[src/lpr_pkg.sv]
// Shared constants and types for the LRU page replacement block.
// No dependencies; compile first.
package lpr_pkg;

  // Fixed widths of the channel fields and the configuration register
  localparam int PAGE_W  = 16;
  localparam int FIDX_W  = 4;
  localparam int FCNT_W  = 5;
  localparam int FAULT_W = 16;

  // Defaults for the top-level parameters
  localparam int FRAMES_DEF    = 16;
  localparam int PAGE_BITS_DEF = 16;

  localparam logic [FCNT_W-1:0] FCNT_RESET = 5'd16;

  typedef enum logic [1:0] {
    ST_IDLE,
    ST_SCAN,
    ST_COMMIT
  } state_t;

endpackage

[src/lpr_if.sv]
// Valid/ready channel interfaces for page references and replacement results.
// Depends on lpr_pkg for the field widths.
interface lpr_in_if;
  import lpr_pkg::*;
  logic              valid;
  logic              ready;
  logic [PAGE_W-1:0] page;

  modport source (output valid, output page, input ready);
  modport sink   (input valid, input page, output ready);
endinterface

interface lpr_out_if;
  import lpr_pkg::*;
  logic               valid;
  logic               ready;
  logic               hit;
  logic [FIDX_W-1:0]  frame_index;
  logic               evicted_valid;
  logic [PAGE_W-1:0]  evicted_page;
  logic [FAULT_W-1:0] fault_total;

  modport source (output valid, output hit, output frame_index, output evicted_valid,
                  output evicted_page, output fault_total, input ready);
  modport sink   (input valid, input hit, input frame_index, input evicted_valid,
                  input evicted_page, input fault_total, output ready);
endinterface

[src/lpr_cell.sv]
// One page frame cell: holds page, valid flag and recency rank, merges the
// passing probe word with its own state and applies commit/flush commands.
module lpr_cell #(
  parameter int  FRAMES    = 16,
  parameter int  PAGE_BITS = 16,
  parameter int  IDX       = 0,
  parameter type probe_t   = logic,
  parameter type cmd_t     = logic
) (
  input  logic   clk,
  input  logic   rst_n,
  input  logic   active,
  input  probe_t probe_i,
  output probe_t probe_o,
  input  cmd_t   cmd_i
);

  localparam int IW = $clog2(FRAMES);
  localparam logic [IW-1:0] MY_IDX   = IW'(IDX);
  localparam logic [IW-1:0] RANK_MAX = IW'(FRAMES - 1);

  logic [PAGE_BITS-1:0] page_r;
  logic                 valid_r;
  logic [IW-1:0]        rank_r;
  probe_t               probe_r;
  probe_t               probe_nxt;

  // Fold this frame into the running search
  always_comb begin
    probe_nxt = probe_i;
    if (probe_i.valid && active) begin
      if (!probe_i.hit_found && valid_r && page_r == probe_i.page) begin
        probe_nxt.hit_found = 1'b1;
        probe_nxt.hit_idx   = MY_IDX;
        probe_nxt.hit_rank  = rank_r;
      end
      if (!probe_i.empty_found && !valid_r) begin
        probe_nxt.empty_found = 1'b1;
        probe_nxt.empty_idx   = MY_IDX;
      end
      if (!probe_i.best_set || rank_r > probe_i.best_rank) begin
        probe_nxt.best_set  = 1'b1;
        probe_nxt.best_rank = rank_r;
        probe_nxt.best_idx  = MY_IDX;
        probe_nxt.best_page = page_r;
      end
    end
  end

  always_ff @(posedge clk) begin
    if (!rst_n) begin
      probe_r <= '0;
    end else begin
      probe_r <= probe_nxt;
    end
  end

  assign probe_o = probe_r;

  always_ff @(posedge clk) begin
    if (!rst_n) begin
      valid_r <= 1'b0;
      rank_r  <= '0;
    end else if (cmd_i.flush) begin
      valid_r <= 1'b0;
      rank_r  <= '0;
    end else if (cmd_i.commit && active) begin
      if (cmd_i.slot == MY_IDX) begin
        rank_r <= '0;
        if (cmd_i.fault) begin
          valid_r <= 1'b1;
        end
      end else if (valid_r && (cmd_i.age_all || rank_r < cmd_i.limit) &&
                   rank_r != RANK_MAX) begin
        rank_r <= rank_r + 1'b1;
      end
    end
  end

  // Payload: only meaningful while valid_r is set
  always_ff @(posedge clk) begin
    if (cmd_i.commit && active && cmd_i.fault && cmd_i.slot == MY_IDX) begin
      page_r <= cmd_i.page;
    end
  end

endmodule

[src/lru_page_replacement.sv]
// Top level of the LRU page replacement block: control sequencer, fault
// counter, result register and the chain of lpr_cell frames.
// Depends on lpr_pkg, lpr_if (lpr_in_if, lpr_out_if) and lpr_cell.

// Each input word carries a page number; each output word reports hit or
// fault, the frame that now holds the page, the page evicted (if any) and a
// saturating fault count. The frames sit in a chain of FRAMES cells; a probe
// word enters cell 0 when a reference is accepted and moves one cell per
// cycle, picking up the first matching frame, the first empty frame and the
// oldest frame (largest rank, lowest index on ties) as it goes. After the
// last cell, the commit state broadcasts the decision to all cells; the
// active cells update page, valid flag and rank together, and the result
// register is loaded. One reference is in flight at a time: after it is
// accepted it is launched, passes along the chain and is committed before
// the next reference can be accepted. The result register lets the next
// reference be accepted while a result waits; the commit stalls only if the
// previous result is still unread. Writing cfg_wdata empties all frames and
// clears ranks; the fault count is kept. A frame count of zero acts as one,
// and a count above FRAMES acts as FRAMES; frames past the count are never
// used.
module lru_page_replacement #(
  parameter int FRAMES    = lpr_pkg::FRAMES_DEF,
  parameter int PAGE_BITS = lpr_pkg::PAGE_BITS_DEF
) (
  input  logic                      clk,
  input  logic                      rst_n,
  lpr_in_if.sink                    in_if,
  lpr_out_if.source                 out_if,
  input  logic                      cfg_we,
  input  logic [lpr_pkg::FCNT_W-1:0] cfg_wdata
);

  import lpr_pkg::*;

  localparam int IW = $clog2(FRAMES);
  localparam int NW = $clog2(FRAMES + 1);

  typedef struct packed {
    logic                 valid;
    logic [PAGE_BITS-1:0] page;
    logic                 hit_found;
    logic [IW-1:0]        hit_idx;
    logic [IW-1:0]        hit_rank;
    logic                 empty_found;
    logic [IW-1:0]        empty_idx;
    logic                 best_set;
    logic [IW-1:0]        best_rank;
    logic [IW-1:0]        best_idx;
    logic [PAGE_BITS-1:0] best_page;
  } probe_t;

  typedef struct packed {
    logic                 flush;
    logic                 commit;
    logic                 fault;
    logic                 age_all;
    logic [IW-1:0]        slot;
    logic [IW-1:0]        limit;
    logic [PAGE_BITS-1:0] page;
  } cmd_t;

  state_t state_r, state_nxt;

  logic [FCNT_W-1:0]  frame_count_r;
  logic [NW-1:0]      n_eff;
  logic [FRAMES-1:0]  active;
  logic [FAULT_W-1:0] fault_r, fault_nxt;

  probe_t             chain [FRAMES+1];
  logic [FRAMES-1:0]  probe_vld;
  probe_t             fin_r;
  cmd_t               cmd;

  logic               accept;
  logic               capture;
  logic               commit_go;
  logic [IW-1:0]      slot;
  logic               evict;

  logic               out_valid_r;
  logic               out_hit_r;
  logic [FIDX_W-1:0]  out_frame_r;
  logic               out_evict_r;
  logic [PAGE_W-1:0]  out_evpage_r;

  // ---------------------------------------------------------------------
  // Frame count register: clamp to 1..FRAMES for the active mask
  // ---------------------------------------------------------------------
  always_ff @(posedge clk) begin
    if (!rst_n) begin
      frame_count_r <= FCNT_RESET;
    end else if (cfg_we) begin
      frame_count_r <= cfg_wdata;
    end
  end

  always_comb begin
    if (frame_count_r == '0) begin
      n_eff = NW'(1);
    end else if (32'(frame_count_r) > FRAMES) begin
      n_eff = NW'(FRAMES);
    end else begin
      n_eff = NW'(frame_count_r);
    end
  end

  // ---------------------------------------------------------------------
  // Sequencer: launch probe, wait for it to leave the chain, commit
  // ---------------------------------------------------------------------
  assign accept  = in_if.valid && in_if.ready;
  assign capture = (state_r == ST_SCAN) && chain[FRAMES].valid;

  always_ff @(posedge clk) begin
    if (!rst_n) begin
      state_r <= ST_IDLE;
    end else begin
      state_r <= state_nxt;
    end
  end

  always_comb begin
    state_nxt   = state_r;
    in_if.ready = 1'b0;
    commit_go   = 1'b0;
    unique case (state_r)
      ST_IDLE: begin
        in_if.ready = 1'b1;
        if (in_if.valid) begin
          state_nxt = ST_SCAN;
        end
      end
      ST_SCAN: begin
        if (chain[FRAMES].valid) begin
          state_nxt = ST_COMMIT;
        end
      end
      ST_COMMIT: begin
        // Hold the decision until the result register is free
        commit_go = !out_valid_r || out_if.ready;
        if (commit_go) begin
          state_nxt = ST_IDLE;
        end
      end
      default: state_nxt = ST_IDLE;
    endcase
  end

  // Fresh probe word enters cell 0 on acceptance
  always_comb begin
    chain[0]       = '0;
    chain[0].valid = accept;
    chain[0].page  = PAGE_BITS'(32'(in_if.page));
  end

  // ---------------------------------------------------------------------
  // Cell chain
  // ---------------------------------------------------------------------
  for (genvar i = 0; i < FRAMES; i++) begin : g_cell
    assign active[i]    = 32'(n_eff) > i;
    assign probe_vld[i] = chain[i+1].valid;

    lpr_cell #(
      .FRAMES    (FRAMES),
      .PAGE_BITS (PAGE_BITS),
      .IDX       (i),
      .probe_t   (probe_t),
      .cmd_t     (cmd_t)
    ) u_cell (
      .clk     (clk),
      .rst_n   (rst_n),
      .active  (active[i]),
      .probe_i (chain[i]),
      .probe_o (chain[i+1]),
      .cmd_i   (cmd)
    );
  end

  // Hold the finished search word until commit
  always_ff @(posedge clk) begin
    if (capture) begin
      fin_r <= chain[FRAMES];
    end
  end

  // ---------------------------------------------------------------------
  // Decision: hit frame, else first empty frame, else oldest frame
  // ---------------------------------------------------------------------
  always_comb begin
    if (fin_r.hit_found) begin
      slot = fin_r.hit_idx;
    end else if (fin_r.empty_found) begin
      slot = fin_r.empty_idx;
    end else begin
      slot = fin_r.best_idx;
    end
    evict = !fin_r.hit_found && !fin_r.empty_found;

    cmd.flush   = cfg_we;
    cmd.commit  = commit_go;
    cmd.fault   = !fin_r.hit_found;
    cmd.age_all = !fin_r.hit_found;
    cmd.slot    = slot;
    cmd.limit   = fin_r.hit_rank;
    cmd.page    = fin_r.page;
  end

  // Saturating fault count, kept across frame count writes
  always_comb begin
    fault_nxt = fault_r;
    if (commit_go && !fin_r.hit_found && fault_r != '1) begin
      fault_nxt = fault_r + 1'b1;
    end
  end

  always_ff @(posedge clk) begin
    if (!rst_n) begin
      fault_r <= '0;
    end else begin
      fault_r <= fault_nxt;
    end
  end

  // ---------------------------------------------------------------------
  // Result register
  // ---------------------------------------------------------------------
  always_ff @(posedge clk) begin
    if (!rst_n) begin
      out_valid_r <= 1'b0;
    end else if (commit_go) begin
      out_valid_r <= 1'b1;
    end else if (out_if.ready) begin
      out_valid_r <= 1'b0;
    end
  end

  always_ff @(posedge clk) begin
    if (commit_go) begin
      out_hit_r    <= fin_r.hit_found;
      out_frame_r  <= FIDX_W'(32'(slot));
      out_evict_r  <= evict;
      out_evpage_r <= evict ? PAGE_W'(32'(fin_r.best_page)) : '0;
    end
  end

  assign out_if.valid         = out_valid_r;
  assign out_if.hit           = out_hit_r;
  assign out_if.frame_index   = out_frame_r;
  assign out_if.evicted_valid = out_evict_r;
  assign out_if.evicted_page  = out_evpage_r;
  assign out_if.fault_total   = fault_r;

  // ---------------------------------------------------------------------
  // Assertions
  // ---------------------------------------------------------------------
  a_one_probe: assert property (@(posedge clk) disable iff (!rst_n)
    $onehot0(probe_vld))
    else $error("more than one probe word in the cell chain");

  a_probe_in_scan: assert property (@(posedge clk) disable iff (!rst_n)
    chain[FRAMES].valid |-> state_r == ST_SCAN)
    else $error("probe left the chain outside the scan phase");

  a_hit_no_fault: assert property (@(posedge clk) disable iff (!rst_n)
    (commit_go && fin_r.hit_found) |=> fault_r == $past(fault_r))
    else $error("fault count moved on a hit");

  a_evict_on_fault: assert property (@(posedge clk) disable iff (!rst_n)
    (out_valid_r && out_evict_r) |-> !out_hit_r)
    else $error("eviction reported on a hit");

  a_commit_empty_out: assert property (@(posedge clk) disable iff (!rst_n)
    commit_go |-> (!out_valid_r || out_if.ready))
    else $error("result register overwritten before it was taken");

endmodule

[src/flat_wrapper.sv]
// flat-port wrapper written by rule: the top's interface ports become plain ports
module lru_page_replacement_flat import lpr_pkg::*;
#(
  parameter int FRAMES    = lpr_pkg::FRAMES_DEF,
  parameter int PAGE_BITS = lpr_pkg::PAGE_BITS_DEF
)
  (clk, rst_n, cfg_we, cfg_wdata, in_if_valid, in_if_page, in_if_ready, out_if_valid, out_if_hit, out_if_frame_index, out_if_evicted_valid, out_if_evicted_page, out_if_fault_total, out_if_ready);
  lpr_in_if in_if_i ();
  lpr_out_if out_if_i ();
  input  logic clk;
  input  logic rst_n;
  input  logic cfg_we;
  input  logic [lpr_pkg::FCNT_W-1:0] cfg_wdata;
  input wire logic [$bits(in_if_i.valid)-1:0] in_if_valid;
  input wire logic [$bits(in_if_i.page)-1:0] in_if_page;
  output wire logic [$bits(in_if_i.ready)-1:0] in_if_ready;
  output wire logic [$bits(out_if_i.valid)-1:0] out_if_valid;
  output wire logic [$bits(out_if_i.hit)-1:0] out_if_hit;
  output wire logic [$bits(out_if_i.frame_index)-1:0] out_if_frame_index;
  output wire logic [$bits(out_if_i.evicted_valid)-1:0] out_if_evicted_valid;
  output wire logic [$bits(out_if_i.evicted_page)-1:0] out_if_evicted_page;
  output wire logic [$bits(out_if_i.fault_total)-1:0] out_if_fault_total;
  input wire logic [$bits(out_if_i.ready)-1:0] out_if_ready;
  assign in_if_i.valid = in_if_valid;
  assign in_if_i.page = in_if_page;
  assign in_if_ready = in_if_i.ready;
  assign out_if_valid = out_if_i.valid;
  assign out_if_hit = out_if_i.hit;
  assign out_if_frame_index = out_if_i.frame_index;
  assign out_if_evicted_valid = out_if_i.evicted_valid;
  assign out_if_evicted_page = out_if_i.evicted_page;
  assign out_if_fault_total = out_if_i.fault_total;
  assign out_if_i.ready = out_if_ready;
  lru_page_replacement #(.FRAMES(FRAMES), .PAGE_BITS(PAGE_BITS)) u_core (.clk(clk), .rst_n(rst_n), .in_if(in_if_i), .out_if(out_if_i), .cfg_we(cfg_we), .cfg_wdata(cfg_wdata));
endmodule
[config.mk]
export PLATFORM = sky130hd
export DESIGN_NAME = lru_page_replacement_flat
export DESIGN_NICKNAME = d
export VERILOG_FILES = /design/src/lpr_pkg.sv /design/src/lpr_if.sv /design/src/lpr_cell.sv /design/src/lru_page_replacement.sv /design/src/flat_wrapper.sv
export SDC_FILE = /design/constraint.sdc
export NUM_CORES = 2
export LEC_CHECK = 0
export BUFFER_PORTS_ARGS = -buffer_cell sky130_fd_sc_hd__buf_2
export CORE_ASPECT_RATIO = 0.6
export CORE_MARGIN = 5
export CORE_UTILIZATION = 49
export CTS_CLUSTER_SIZE = 25
export DETAILED_ROUTE_END_ITERATION = 8
export SYNTH_ARGS = -nofsm -noshare
export SYNTH_HDL_FRONTEND = slang
export SYNTH_HIERARCHICAL = 1
export SYNTH_SLANG_ARGS = --single-unit
[constraint.sdc]
create_clock -name clk -period 5.5 [get_ports clk]
set_input_delay 0.275 -clock clk [delete_from_list [all_inputs] [get_ports clk]]
set_output_delay 0.275 -clock clk [all_outputs]
set_load 0.1 [all_outputs]
==> metrics <==
status finished, violations left; failing checks capacitance limit; multi-input combinational cell area 0.0204 mm²; Power Density between 300 and 400 mW/mm²; Fill cells 9153; Routed wire per std cell about 19 µm; Final #Nets between 5000 and 6000; combinational share of power 0.024; area growth from synthesis to layout 11.8%; Resized cells post-CTS 0; Worst Setup Path Type register to register; WP data arrival ~4.2 ns; fin crit period about 3.8 ns; largest net degree at the start of global routing about 250; share of layout cells above drive strength 1 0.0824; Worst setup SP type register; worst path required time between 5 and 6 ns; Antenna Nets Post-Route 0; final worst-path cycle share 0.700; Flop pwr share 0.533; Critical Path End Type register; CTS buffer count ~120; Pre-antenna DRT Iters 5; average cell area after synthesis between 10 and 15 µm²; f_max about 260 MHz; HPWL after DPL 87.3 mm; Layout Skew between 0.02 and 0.03 ns; Clock power frac 0.444; Synth warnings 6; Die H approximately 260 µm; Tightest Pin Transition about 1.5 ns; Setup TNS 0 ns; FF-to-FF Start u_core/fin_r[38]; Die Area approximately 0.11 mm²; R2R Setup Slk approximately 1.7 ns; initial antenna violation count 3; Sw Pwr around 4 mW; Syn Inst Count ~4800; Final Hold Viols 0; Post-CTS Setup Repair Bufs 0; CP Capture Point u_core/g_cell[0].u_cell/page_r[6]; Worst Path Max Fanout 17; Initial Utilization 0.492; end of the worst register-to-register path u_core/g_cell[0].u_cell/page_r[6]; Clock transition at path regs around 0.07 ns; IO Port Bufs 65; Skew-Pair Late Insertion Delay between 0.7 and 0.8 ns; crit path from u_core/fin_r[38]; Pins Over Slew Limit 0; CTS tree built; maximum vdd drop 259 µV; chip width about 430 µm; Max Cap Viol 1; Vias/cell approximately 5.3; H-tree depth 3; Reg2Reg Depth 4; Core Box Area roughly 0.10 mm²; Post-Synthesis Cell Area a little over 0.05 mm²; hold_ws approximately 0.066 ns; HP Class input pin to register; via count approximately 34000; clock buffer depth 3; Total GRT Usage 0.213; placer congestion estimate between 0.8 and 0.9; unrepaired setup endpoints after global routing no; Pleak roughly 21 nW; DRC 0; Worst Min Path Start rst_n; register area 0.0298 mm²; num ports 66; CTS root buffer clkbuf_16; global-route wire length before repair 188 mm; vias in the first global route roughly 32000; Std-Cell Rows between 90 and 100; Switching Fraction 0.211; final setup violation count 0; final WL approximately 120 mm; Internal about 15 mW; clk sinks 1323; max_slew headroom 0.00947; gr ovfl total 0; Initial DRC Count between 2000 and 3000
## worst min path at each step
stage                                                to  slack, ns  cells after the start
finish              u_core/g_cell[0].u_cell/probe_o[15]       0.07                      3
global route        u_core/g_cell[0].u_cell/probe_o[15]       0.08                      3
CTS                 u_core/g_cell[0].u_cell/probe_o[12]       0.04                      3
detailed placement                        u_core/cmd[0]       0.39                      0
global placement                          u_core/cmd[6]       0.39                      0
floorplan                                 u_core/cmd[0]       0.39                      0
## layout by cell type, fill, tap and decap left out, types with 39 or more instances in the layout
master,instances
a21oi_1,135
a31oi_1,49
and2_1,321
and3_1,47
buf_2,64
buf_4,55
clkbuf_16,120
conb_1,52
dfxtp_1,995
edfxtp_1,328
ha_1,129
inv_1,156
mux2i_1,329
nand2_1,777
nand3_1,140
nand4_1,39
nor2_1,250
nor3b_1,40
nor4_1,51
o21a_1,88
o21ai_0,53
xnor2_1,48
xor2_1,208
## repair_timing
item	CTS	global route
setup endpoints to repair	0	0
hold buffers	23	0
hold endpoints to repair	23	0
## power groups by stage
| stage | registers [mW] | logic, mW | clock network (mW) |
|---|---|---|---|
| floorplan | 10.3 | 0.329 | 0 |
| global placement | 10.3 | 0.426 | 0 |
| detailed placement | 10.3 | 0.434 | 0 |
| CTS | 10.1 | 0.449 | 8.59 |
| global route | 10.1 | 0.504 | 9.00 |
| finish | 10.1 | 0.449 | 8.38 |
## stage by stage
stage | util | instance area [µm²] | std cells | setup WS [ns] | total power, mW
6_report | 0.550 | 57600 | 6425 | 1.65 | 18.9
5_1_grt | 0.550 | 57600 | 6421 | 1.54 | 19.6
4_1_cts | 0.550 | 57600 | 6421 | 1.77 | 19.1
3_5_place_dp | 0.510 | 53400 | 6181 | 1.79 | 10.7
3_3_place_gp | 0.510 | 53400 | 6181 | 1.83 | 10.7
2_1_floorplan | - | 51700 | 4825 | 0.853 | 10.6
## layer usage
| layer | wire [µm] | track usage |
|---|---|---|
| met5 | 0 | 0 |
| met1 | 66900 | 0.362 |
| met2 | 43500 | 0.273 |
| met3 | 8790 | 0.0416 |
| met4 | 1770 | 0.0385 |
## state kept, by name, indices dropped and copies added (netlist names), 2 cells and up
name                          count
u_core/cmd                       20
u_core/fin_r                     30
u_core/frame_count_r              5
u_core/g_cell.u_cell/page_r     256
u_core/g_cell.u_cell/probe_o    891
u_core/g_cell.u_cell/rank_r      64
u_core/g_cell.u_cell/valid_r     16
u_core/out_if.evicted_page       16
u_core/out_if.fault_total        16
u_core/out_if.frame_index         4
u_core/state_r                    2
## layout make-up
| type | instances | share of cell area |
|---|---|---|
| antenna | 4 | 0.000174 |
| clock buffer | 157 | 0.0573 |
| clock inverter | 60 | 0.0113 |
| inverter | 163 | 0.0106 |
| multi-input combinational | 3161 | 0.355 |
| sequential | 1323 | 0.517 |
| tap | 1410 | 0.0306 |
| timing repair buffer | 147 | 0.0184 |
## worst max-delay path, stage by stage (launching register included)
cell	delay, ns
edfxtp_1	0.77
o21ai_2	0.28
buf_4	0.26
nor4_1	1.09
and4_1	1.02
Note: power is estimated with default switching activity, not from simulation.
